`src/rtl/dcsp_pkg.sv`:
```
// Package with the payload types, register indexes and constants of the DMX servo block.
package dcsp_pkg;

	// Configuration register indexes.
	localparam logic [1:0] REG_CHANNEL_ADDRESS = 2'd0;
	localparam logic [1:0] REG_PULSE_LO        = 2'd1;
	localparam logic [1:0] REG_PULSE_HI        = 2'd2;

	// Register reset values.
	localparam logic [9:0]  CHANNEL_ADDRESS_RST = 10'd512;
	localparam logic [15:0] PULSE_LO_RST        = 16'd2000;
	localparam logic [15:0] PULSE_HI_RST        = 16'd4000;

	// Slot counter saturates here.
	localparam logic [9:0] SLOT_COUNT_MAX = 10'd1023;

	// Reciprocal for division by 10 of a 16-bit value: (x * 52429) >> 19.
	localparam logic [16:0] RECIP_DIV10  = 17'd52429;
	localparam int          SHIFT_DIV10  = 19;
	// Reciprocal for division by 255 of a value below 2^21: (x * 2105377) >> 29.
	localparam logic [21:0] RECIP_DIV255 = 22'd2105377;
	localparam int          SHIFT_DIV255 = 29;

	// Largest value of span / 10 for a 16-bit span.
	localparam logic [12:0] SPAN10_MAX = 13'd6553;

	// One received UART event.
	typedef struct packed {
		logic       break_seen;
		logic [7:0] rx_byte;
	} in_item_t;

	// One captured channel value with its servo pulse width.
	typedef struct packed {
		logic [7:0]  level;
		logic [15:0] pulse_width;
	} out_item_t;

endpackage

```
`src/rtl/dmx_channel_to_servo_pulse_core.sv`:
```
// Top level of the DMX512 single-channel receiver with servo pulse output.
//
// Each input transaction is one UART receive event (break flag and byte). A break
// restarts the slot counter; the byte after it must be a zero start code, and data
// slots are then counted from one until the slot equal to channel_address arrives.
// That slot's byte leaves as level together with the pulse width
// pulse_lo + ((level * (span / 10)) / 255) * 10, where span is pulse_hi - pulse_lo,
// or zero if pulse_hi is below pulse_lo. The block takes one transaction per clock
// cycle while the output does not stall it. The pipeline stages are: input register,
// frame decode, span multiply, reciprocal division by 255, and the output register.
// All stages advance together while the output register is empty or being taken.
// Address and pulse_lo writes take effect at once, the span in the following cycle;
// the user must see that writes are made only while no transaction is in flight;
// the block itself does not enforce it.
module dmx_channel_to_servo_pulse_core
	import dcsp_pkg::*;
(
	input  logic        clk,
	input  logic        arst_n,
	input  logic        in_valid,
	output logic        in_ready,
	input  in_item_t    in_data,
	output logic        out_valid,
	input  logic        out_ready,
	output out_item_t   out_data,
	input  logic        cfg_wr_en,
	input  logic [1:0]  cfg_index,
	input  logic [15:0] cfg_wdata
);

	// Frame phase codes.
	localparam logic [1:0] PH_IDLE  = 2'd0;
	localparam logic [1:0] PH_BREAK = 2'd1;
	localparam logic [1:0] PH_COUNT = 2'd2;

	logic [9:0]  channel_address_q;
	logic [15:0] pulse_lo_q;
	logic [15:0] pulse_hi_q;
	logic [12:0] span10_q;

	logic [1:0]  phase_q;
	logic [9:0]  slot_count_q;

	logic        adv;
	logic        valid_s1;
	in_item_t    item_s1;
	logic        valid_s2;
	logic [7:0]  level_s2;
	logic        valid_s3;
	logic [7:0]  level_s3;
	logic [20:0] prod_s3;
	logic        valid_s4;
	logic [7:0]  level_s4;
	logic [12:0] quot_s4;
	logic        out_valid_q;
	out_item_t   out_q;

	logic [1:0]  phase_d;
	logic [9:0]  slot_count_d;
	logic        hit;
	logic [9:0]  slot_bumped;
	logic [15:0] span;
	logic [32:0] span_prod;
	logic [42:0] div255_prod;
	logic [16:0] pulse_sum;

	// The whole pipeline moves when the output register can take a new value.
	assign adv       = !out_valid_q || out_ready;
	assign in_ready  = adv;
	assign out_valid = out_valid_q;
	assign out_data  = out_q;

	// Configuration registers.
	always_ff @(posedge clk or negedge arst_n) begin
		if (!arst_n) begin
			channel_address_q <= CHANNEL_ADDRESS_RST;
			pulse_lo_q        <= PULSE_LO_RST;
			pulse_hi_q        <= PULSE_HI_RST;
		end else if (cfg_wr_en) begin
			case (cfg_index)
				REG_CHANNEL_ADDRESS: channel_address_q <= cfg_wdata[9:0];
				REG_PULSE_LO:        pulse_lo_q        <= cfg_wdata;
				REG_PULSE_HI:        pulse_hi_q        <= cfg_wdata;
				default: ;
			endcase
		end
	end

	// Span divided by ten, refreshed every cycle from the configuration registers.
	assign span      = (pulse_hi_q >= pulse_lo_q) ? (pulse_hi_q - pulse_lo_q) : 16'd0;
	assign span_prod = {17'd0, span} * {16'd0, RECIP_DIV10};

	always_ff @(posedge clk or negedge arst_n) begin
		if (!arst_n) begin
			span10_q <= 13'(({1'b0, PULSE_HI_RST} - {1'b0, PULSE_LO_RST}) / 17'd10);
		end else begin
			span10_q <= span_prod[SHIFT_DIV10 +: 13];
		end
	end

	// Frame decode for the item in the input register.
	assign slot_bumped = (slot_count_q != SLOT_COUNT_MAX) ? (slot_count_q + 10'd1) : slot_count_q;

	always_comb begin
		phase_d      = phase_q;
		slot_count_d = slot_count_q;
		hit          = 1'b0;
		if (item_s1.break_seen) begin
			phase_d      = PH_BREAK;
			slot_count_d = 10'd0;
		end else begin
			case (phase_q)
				PH_BREAK: begin
					phase_d      = (item_s1.rx_byte == 8'd0) ? PH_COUNT : PH_IDLE;
					slot_count_d = slot_bumped;
				end
				PH_COUNT: begin
					if (slot_count_q == channel_address_q) begin
						phase_d = PH_IDLE;
						hit     = 1'b1;
					end else begin
						slot_count_d = slot_bumped;
					end
				end
				default: begin
					phase_d = PH_IDLE;
				end
			endcase
		end
	end

	// Frame state advances once per decoded transaction.
	always_ff @(posedge clk or negedge arst_n) begin
		if (!arst_n) begin
			phase_q      <= PH_IDLE;
			slot_count_q <= 10'd0;
		end else if (adv && valid_s1) begin
			phase_q      <= phase_d;
			slot_count_q <= slot_count_d;
		end
	end

	// Stage valid bits; only a captured slot goes on past the decode stage.
	always_ff @(posedge clk or negedge arst_n) begin
		if (!arst_n) begin
			valid_s1    <= 1'b0;
			valid_s2    <= 1'b0;
			valid_s3    <= 1'b0;
			valid_s4    <= 1'b0;
			out_valid_q <= 1'b0;
		end else if (adv) begin
			valid_s1    <= in_valid;
			valid_s2    <= valid_s1 && hit;
			valid_s3    <= valid_s2;
			valid_s4    <= valid_s3;
			out_valid_q <= valid_s4;
		end
	end

	// Division of the product by 255 through a reciprocal multiply.
	assign div255_prod = {22'd0, prod_s3} * {21'd0, RECIP_DIV255};
	// Scale the quotient by ten with shifts and add the minimum width.
	assign pulse_sum   = {1'b0, pulse_lo_q} + {1'b0, quot_s4, 3'b000}
		+ {3'b000, quot_s4, 1'b0};

	// Pipeline payload.
	always_ff @(posedge clk) begin
		if (adv) begin
			item_s1           <= in_data;
			level_s2          <= item_s1.rx_byte;
			level_s3          <= level_s2;
			prod_s3           <= {13'd0, level_s2} * {8'd0, span10_q};
			level_s4          <= level_s3;
			quot_s4           <= div255_prod[SHIFT_DIV255 +: 13];
			out_q.level       <= level_s4;
			out_q.pulse_width <= pulse_sum[15:0];
		end
	end

	// The quotient never exceeds the largest span over ten.
	assert property (@(posedge clk) disable iff (!arst_n)
		valid_s4 |-> quot_s4 <= SPAN10_MAX)
		else $error("quotient out of range");

	// A stalled input is always caused by a result waiting at the output.
	assert property (@(posedge clk) disable iff (!arst_n)
		!in_ready |-> out_valid_q)
		else $error("input stalled with empty output register");

	// A product stage entry only comes from a captured slot one stage earlier.
	assert property (@(posedge clk) disable iff (!arst_n)
		$rose(valid_s3) |-> $past(valid_s2))
		else $error("product stage became valid without a capture");

endmodule
```
`config.mk`:
```
export PLATFORM = sky130hd
export DESIGN_NAME = dmx_channel_to_servo_pulse_core
export DESIGN_NICKNAME = d
export VERILOG_FILES = /design/src/rtl/dcsp_pkg.sv /design/src/rtl/dmx_channel_to_servo_pulse_core.sv
export SDC_FILE = /design/constraint.sdc
export NUM_CORES = 1
export LEC_CHECK = 0
export ABC_CLOCK_PERIOD_IN_PS = 9840
export CAP_MARGIN = 5
export CORE_ASPECT_RATIO = 0.9
export CORE_MARGIN = 8
export CORE_UTILIZATION = 60
export CTS_BUF_LIST = sky130_fd_sc_hd__clkbuf_4 sky130_fd_sc_hd__clkbuf_8 sky130_fd_sc_hd__clkbuf_16
export CTS_CLUSTER_DIAMETER = 30
export DETAILED_ROUTE_END_ITERATION = 7
export DONT_BUFFER_PORTS = 1
export PLACE_DENSITY_LB_ADDON = 0.15
export SLEW_MARGIN = 20
export SYNTH_ARGS = -nofsm -noshare
export SYNTH_HDL_FRONTEND = slang
export SYNTH_SLANG_ARGS = --single-unit
```
`constraint.sdc`:
```
create_clock -name clk -period 9.84 [get_ports clk]
set_clock_uncertainty 0.15 [all_clocks]
set_input_delay 0.492 -clock clk [delete_from_list [all_inputs] [get_ports clk]]
set_output_delay 0.492 -clock clk [all_outputs]
set_load 0.01 [all_outputs]
```
Word level (Yosys, flattened, before mapping). Index checks and enable logic that the tools add are counted.

Bitwise operators: 0. $lt $le $gt $ge: 1. $add $sub $neg: 4. Shift operators: 0. Reduce and logical (&&, ||, !) cells: 12. Muxes and demuxes: 12. Multipliers: 3. Equality and inequality tests: 8. Divide/modulo/power cells: 0.

Operators by type and width (number): $mul A21 B22 Y42 const B (1); $mul A16 B16 Y32 const B (1); $mux W10 (3); $mul A8 B13 Y21 (1); $pmux W10 S2 (1); $add A16 B14 Y16 (1); $add A16 B16 Y16 (1); $ge A16 B16 Y1 (1); $mux W16 (1); $sub A16 B16 Y16 (1); $add A10 B1 Y10 const B (1); $eq A10 B10 Y1 (1); $ne A10 B10 Y1 const B (1); $logic_not A8 Y1 (1); $reduce_and A2 Y1 (4); $mux W2 (3); $ne A3 B3 Y1 const B (2); $eq A2 B1 Y1 const B (2); $eq A2 B2 Y1 const B (2); $pmux W2 S2 (1); $mux W1 (3); $reduce_and A3 Y1 (1); $reduce_bool A3 Y1 (1); $logic_and A1 B1 Y1 (2); other kinds (3) (3).

Bits in writable memories: 0. Bits in latches: 0. Register bits: 163. Word-level logic and storage cells: 60. Bits in read-only memories: 0. Input port bits: 32. Memories: 0.

Depth between registers and ports, before layout. Gate-level depths: netlist of the first run.

Depth in word-level cells: 5. Gate-level depth with buffers: 34.

Worst setup path after synthesis of the first run. No wires, ideal clock.

Kind: flip-flop to flip-flop. From: register pulse_hi_q[0]. To: register span10_q[12]. Setup time: 125 ps. Required time: 9565 ps. Clock period less this slack: 7255 ps. Cell stages (with the launch flop): 34. Arrival: 6980 ps. Path slack: 2585 ps. Path buffers: 0. Cells stage by stage: dfrtp_1 > inv_1 > ha_1 > inv_1 > fa_1 > a211oi_2 > o211ai_2 > nand2_1 > o21ai_0 > a21o_1 > a21o_1 > a21oi_1 > xnor2_1 > and2_1 > ha_1 > ha_1 > inv_1 > fa_1 > inv_1 > fa_1 > fa_1 > inv_1 > fa_1 > inv_1 > ha_1 > a21oi_1 > o21ai_1 > a211oi_1 > o21bai_1 > o31ai_4 > o22ai_4 > a311oi_2 > o21bai_1 > xnor2_1.

Longest elaborated chain between the ends: 3.

RTL lines: start, declared (line dmx_channel_to_servo_pulse_core.sv:38) `logic [15:0] pulse_hi_q;`; start signal, assigned (line dmx_channel_to_servo_pulse_core.sv:83) `REG_PULSE_HI: pulse_hi_q <= cfg_wdata;`; $sub A16 B16 Y16 / $ge A16 B16 Y1 (equally long branches) (line dmx_channel_to_servo_pulse_core.sv:90) `assign span = (pulse_hi_q >= pulse_lo_q) ? (pulse_hi_q - pulse_lo_q) : 16'd0;`; $mux W16 (*) (line dmx_channel_to_servo_pulse_core.sv:90); $mul A16 B16 Y32 (*) (line dmx_channel_to_servo_pulse_core.sv:91) `assign span_prod = {17'd0, span} * {16'd0, RECIP_DIV10};`; net span_prod[31] (line dmx_channel_to_servo_pulse_core.sv:63) `logic [32:0] span_prod;`; end signal, assigned (line dmx_channel_to_servo_pulse_core.sv:95) `span10_q <= 13'(({1'b0, PULSE_HI_RST} - {1'b0, PULSE_LO_RST}) / 17'd10);`; end signal, assigned (line dmx_channel_to_servo_pulse_core.sv:97) `span10_q <= span_prod[SHIFT_DIV10 +: 13];`; end, declared (line dmx_channel_to_servo_pulse_core.sv:39) `logic [12:0] span10_q;`.

Mark *: on every way through the listed nets, which the timed path passes. The rest lies on a longest branch. A chain may end at the register's enable or synchronous reset.

Final worst setup path of the first run.
From: register pulse_hi_q[0]. To: register span10_q[7].

Same word-level chain as after synthesis.

==> results.json, run 1 <==
{
  "die_h_microns": 178,
  "finalWorstSetupSlack_ps": 1510,
  "status": "finished, final reports clean",
  "synth_simple_gate_area_share_pct": 9.01,
  "cpLargestDelayFamily": "adder cells",
  "slowest_stage": "nand3_1",
  "required_ps": 10060,
  "port_buffers": 0,
  "relSlewSlack_pct": 34.9,
  "initial_core_util_pct": 60.6,
  "num_vias": 11253,
  "fillCellCount": 2305,
  "antenna_found_initial": 0,
  "avgViaCountPerCell": 5.60,
  "slowest_delay_ps": 570,
  "async_flop_share_pct": 44.2,
  "mostFrequentLayoutCells": "333 x inv_1, 319 x ha_1, 173 x fa_1, 91 x edfxtp_1, 89 x nand2_1",
  "syn_nets": 2138,
  "worstMarginPinSlew_ps": 974,
  "path_class": "reg2reg",
  "cts_htree_levels": 4,
  "fin_crit_sh_pct": 84.6,
  "syn_area_per_cell_sq_um": 10.8,
  "synthMuxAreaShare_pct": 3.09,
  "seq_area_frac_synth_pct": 26.2,
  "ys_ff_latch": 163,
  "hold_violations": 0,
  "place.gp.congestion": 0.952,
  "crit_arrival_ps": 8550,
  "grt_max_degree": 74,
  "grt_pass1_wl_microns": 61400,
  "setup_viol": 0,
  "ys_types": 70,
  "layout_min_cycle_time_ps": 8330,
  "antenna_cells": 0,
  "start_kind": "flip-flop",
  "dieArea_sq_um": 34700,
  "drt-total-wl_microns": 37400,
  "path_clk_slew_ps": 80,
  "synth_top_family_by_area": "adder cells",
  "cts_root_buf": "clkbuf_16",
  "drc": 0,
  "cts_tree": "done",
  "grt_pass1_vias": 11661,
  "fin_nets": 2154,
  "path_max_fanout": 25,
  "tns_ps": 0,
  "synth_compound_area_share_pct": 6.68,
  "syn_area_sq_um": 17400,
  "endpoint_kind": "flip-flop",
  "clk_latency_ps": 440,
  "rows": 59,
  "path_buf_inv": 6,
  "yosysWarnings": 0,
  "rsz0062_at_grt": "no",
  "synth_cells": 1614,
  "numCtsBuffers": 17,
  "clock_sinks": 163,
  "detail_route.iter0.violations": 481,
  "fmax_mhz": 120,
  "dp_hpwl_microns": 31000,
  "area_growth_syn_to_layout_pct": 6.59,
  "synth_xor_xnor_area_share_pct": 4.63,
  "hp-class": "in2reg",
  "design.portCount": 58,
  "coreArea_sq_um": 28700,
  "grt_overflow_total": 0,
  "dp_slack_ps": 1610,
  "synth_fa_ha_area_share_pct": 42.9,
  "cts_resized": 0,
  "maxCapViolCount": 0,
  "drive_above_1_share_pct": 7.30,
  "drtAntennaViolNets": 0,
  "synth-edff-count": 91,
  "maxSlewViolCount": 0,
  "dr.pass1.iters": 5,
  "cts_setup_buffers": 0,
  "layout_commonest_cell": "inv_1",
  "die_x_microns": 195,
  "clk_path_buf_depth": 2,
  "track_usage_pct": 22.5,
  "ys.flop_type": "edfxtp_1",
  "wl_per_cell_microns": 18.6
}
[area by class of cell]
| type | instances | area, sq um | area share [%] |
|---|---|---|---|
| timing repair buffer | 13 | 143 | 0.769 |
| clock buffer | 18 | 439 | 2.37 |
| inverter | 333 | 1250 | 6.74 |
| sequential | 163 | 4550 | 24.6 |
| tap | 366 | 458 | 2.47 |
| multi-input combinational | 1102 | 11500 | 62.2 |
| clock inverter | 14 | 159 | 0.857 |
[cells in the mapped netlist, types with 3 or more instances]
cell       instances  area, sq um
a211oi_1           5         37.5
a21o_1            16          120
a21oi_1           54          270
a31oi_1           11         68.8
and2_1            73          457
and3_1            10         62.6
and4_1             4         35.0
clkbuf_1          15         56.3
dfrtp_1           56         1400
dfstp_2           16          420
edfxtp_1          91         2730
fa_1             173         3460
ha_1             319         3990
inv_1            333         1250
mux2_2            46          518
nand2_1           89          334
nand2b_1          10         62.6
nand3_1           19         95.1
nand3b_1           4         30.0
nand4_1           12         75.1
nor2_1            42          158
nor2b_1            9         56.3
nor3_1             9         45.0
nor4_1             6         37.5
o2111ai_1          3         26.3
o21a_1             9         67.6
o21ai_0           26          130
o21ai_1            3         15.0
o21bai_1           8         60.1
o22ai_1            3         18.8
or2_2              3         18.8
or3_1              3         18.8
xnor2_1           59          517
xor2_1            31          272
[metal layers]
metal	track usage (%)	up-vias	share of wire, %
met1	31.6	5607	48
met4	5.21	0	1.8
li1	-	5370	-
met2	35.4	229	45
met3	4.89	47	5.8
met5	0	-	0
[worst reg2reg max path, cell delays in order, from the launching register on]
cell and delay (ps):
dfrtp_1 380, inv_1 60, ha_1 150, inv_1 50, fa_1 450, a211oi_2 300
o211ai_2 150, nand3_2 180, nand3_1 570, and2_1 490, ha_1 380, inv_1 110
fa_1 540, inv_1 50, fa_1 500, fa_1 510, fa_1 540, inv_1 50
fa_1 530, inv_1 40, ha_1 320, and4_1 230, a211oi_1 220, o21bai_1 160
o31ai_4 360, o221ai_2 190, a2111oi_0 450, nand3b_1 160
[per-stage QoR]
step / utilization [%] / cells / cell area, sq um / hold WS [ps]
after floorplan: - / 1614 / 17400 / 46.4
after global placement: 62.0 / 1966 / 17800 / 50.2
after detailed placement: 62.0 / 1966 / 17800 / 50.4
after CTS: 64.6 / 2009 / 18500 / 30.5
after global routing: 64.6 / 2009 / 18500 / 35.6
final: 64.6 / 2009 / 18500 / 44.5
[logic make-up after synthesis]
logic type	count (synthesis)
buf+inv	349
compound gates	169
simple gates	302
flops	163
xor+xnor	91
mux	48
fa+ha+maj	492
[state kept, by name, summed over array words and instances, names as in the netlist]
name               flops
channel_address_q     10
prod_s3               21
pulse_hi_q            16
item_s1                9
pulse_lo_q            16
out_valid              1
level_s4               8
quot_s4               13
level_s2               8
valid_s2               1
phase_q                2
slot_count_q          10
out_data              24
span10_q              13
level_s3               8
valid_s1               1
valid_s3               1
valid_s4               1
[timing repair]
item,4_1_cts,5_1_grt
hold buffers,11,0
endpoints found under the setup margin,0,0
endpoints found under the hold margin,81,0
[worst paths after layout]
check | endpoint | start | slack (ps) | cells past startpoint
setup / recovery | span10_q[7] | pulse_hi_q[0] | 1510 | 27
hold / removal | channel_address_q[3] | cfg_wdata[3] | 40 | 1
setup reg to reg | span10_q[7] | pulse_hi_q[0] | 1510 | 27
hold reg to reg | out_data[17] | level_s4[1] | 270 | 0
max in group asynchronous | pulse_hi_q[11] | arst_n | 8710 | 2
min in group asynchronous | pulse_lo_q[12] | arst_n | 500 | 2
Power of run 1 is left out: the tool's default activity adds up to more than one toggle a clock period on the data nets, which glitch-free logic cannot reach.
==> run 2: changes to the inputs <==
- ABC_CLOCK_PERIOD_IN_PS: 9840 -> 7650
- clock period: 9.84 -> 7.65 ns (I/O delays scaled with it)
==> results.json, run 2 (synthesized netlist as in run 1, its figures left out) <==
{
  "fmax_mhz": 135,
  "worstMarginPinSlew_ps": 999,
  "drt-total-wl_microns": 37900,
  "fin_nets": 2209,
  "relSlewSlack_pct": 33.4,
  "area_growth_syn_to_layout_pct": 10.6,
  "num_vias": 11433,
  "dieArea_sq_um": 34700,
  "hp-class": "in2reg",
  "path_buf_inv": 7,
  "maxCapViolCount": 0,
  "dr.pass1.iters": 5,
  "avgViaCountPerCell": 5.54,
  "drtAntennaViolNets": 0,
  "setup_viol": 0,
  "cts_root_buf": "clkbuf_16",
  "hold_violations": 0,
  "path_class": "reg2reg",
  "mostFrequentLayoutCells": "329 x inv_1, 310 x ha_1, 170 x fa_1, 91 x edfxtp_1, 87 x nand2_1",
  "path_common_cell": "inv_1",
  "slowest_stage": "fa_1",
  "grt_overflow_total": 0,
  "whs_ps": 240,
  "maxSlewViolCount": 0,
  "layout_min_cycle_time_ps": 7390,
  "layout_commonest_cell": "inv_1",
  "endpoint_kind": "flip-flop",
  "status": "finished, final reports clean",
  "initial_core_util_pct": 60.6,
  "reg2reg_depth": 31,
  "cts_tree": "done",
  "detail_route.iter0.violations": 567,
  "rows": 59,
  "wl_per_cell_microns": 18.4,
  "grt_pass1_vias": 11933,
  "antenna_found_initial": 0,
  "largest_reg_flops": 24,
  "path_depth": 31,
  "fillCellCount": 2247,
  "start_kind": "flip-flop",
  "slowest_delay_ps": 530,
  "required_ps": 7840,
  "clock_sinks": 163,
  "clk_latency_ps": 440,
  "antenna_cells": 0,
  "die_h_microns": 178,
  "fin_crit_sh_pct": 96.6,
  "path_max_fanout": 4,
  "cts_htree_levels": 4,
  "die_x_microns": 195,
  "track_usage_pct": 22.5,
  "port_buffers": 0,
  "place.gp.congestion": 1.02,
  "grt_max_degree": 78,
  "drive_above_1_share_pct": 11.7,
  "drc": 0,
  "path_clk_slew_ps": 80,
  "worstHoldPathCells": 2,
  "grt_pass1_wl_microns": 61500,
  "crit_arrival_ps": 7580,
  "coreArea_sq_um": 28700,
  "dp_hpwl_microns": 31300,
  "design.portCount": 58,
  "clk_path_buf_depth": 2,
  "cpLargestDelayFamily": "adder cells",
  "numCtsBuffers": 17
}
==> run 2: changes by cell type in the layout (fill, tap and decap cells not counted), sizes merged <==
cell         before  now
buf               3   41
clkinvlp          1    0
dlygate4sd3      10   27
clkinv            3    7
inv             343  340
==> run 2: path summary, 6_finish.rpt <==
kind                       slack, ps           from              endpoint
setup / recovery                 260  pulse_hi_q[0]          span10_q[10]
hold / removal                   240      out_ready             out_valid
setup reg to reg                 260  pulse_hi_q[0]          span10_q[10]
hold reg to reg                  270    level_s4[1]          out_data[17]
max in group asynchronous       6660         arst_n           span10_q[7]
min in group asynchronous        350         arst_n  channel_address_q[7]
==> run 2: worst reg2reg max path, delay by kind of cell, from the launching register on <==
kind	cells	cell delay, ps
adders and majority gates	9	3420
AOI/OAI and AO/OA	10	1880
DFF	1	370
and+or+nand+nor	4	880
buffers and inverters	7	480
xor gates and xnor gates	1	90
==> run 2: through the flow <==
| step | TNS, ps | std cells | instance area, sq um | setup slack (ps) | util [%] |
|---|---|---|---|---|---|
| after floorplan | 0 | 1614 | 17400 | 395 | - |
| after global placement | 0 | 1994 | 18000 | 204 | 62.8 |
| after detailed placement | 0 | 1994 | 18000 | 89.1 | 62.8 |
| after CTS | 0 | 2054 | 19000 | 75.5 | 66.0 |
| after global routing | -128 | 2064 | 19200 | -44.6 | 67.0 |
| final | 0 | 2064 | 19200 | 258 | 67.0 |
==> run 2: layer usage <==
metal	vias to the layer above	global-route usage, %	wire length (microns)
met2	271	35.4	17100
met1	5644	32.1	18200
met3	39	4.61	2160
met5	-	0	0
met4	0	4.64	450
li1	5479	-	-
==> run 2: cell type report <==
cell class | instances | area [sq um] | area share [%]
inverters | 333 | 1250 | 6.50
well taps | 366 | 458 | 2.38
clock inverters | 14 | 180 | 0.937
clock buffers | 18 | 450 | 2.34
repair buffers | 68 | 602 | 3.13
flip-flops and latches | 163 | 4550 | 23.7
multi-input cells | 1102 | 11700 | 61.0
==> run 2: repair_timing <==
item	4_1_cts	5_1_grt
gates resized for setup	0	48
setup buffers	0	10
endpoints found under the hold margin	124	0
setup endpoints to repair	0	9
hold buffers	28	0
Power of run 2 is left out for the same reason.
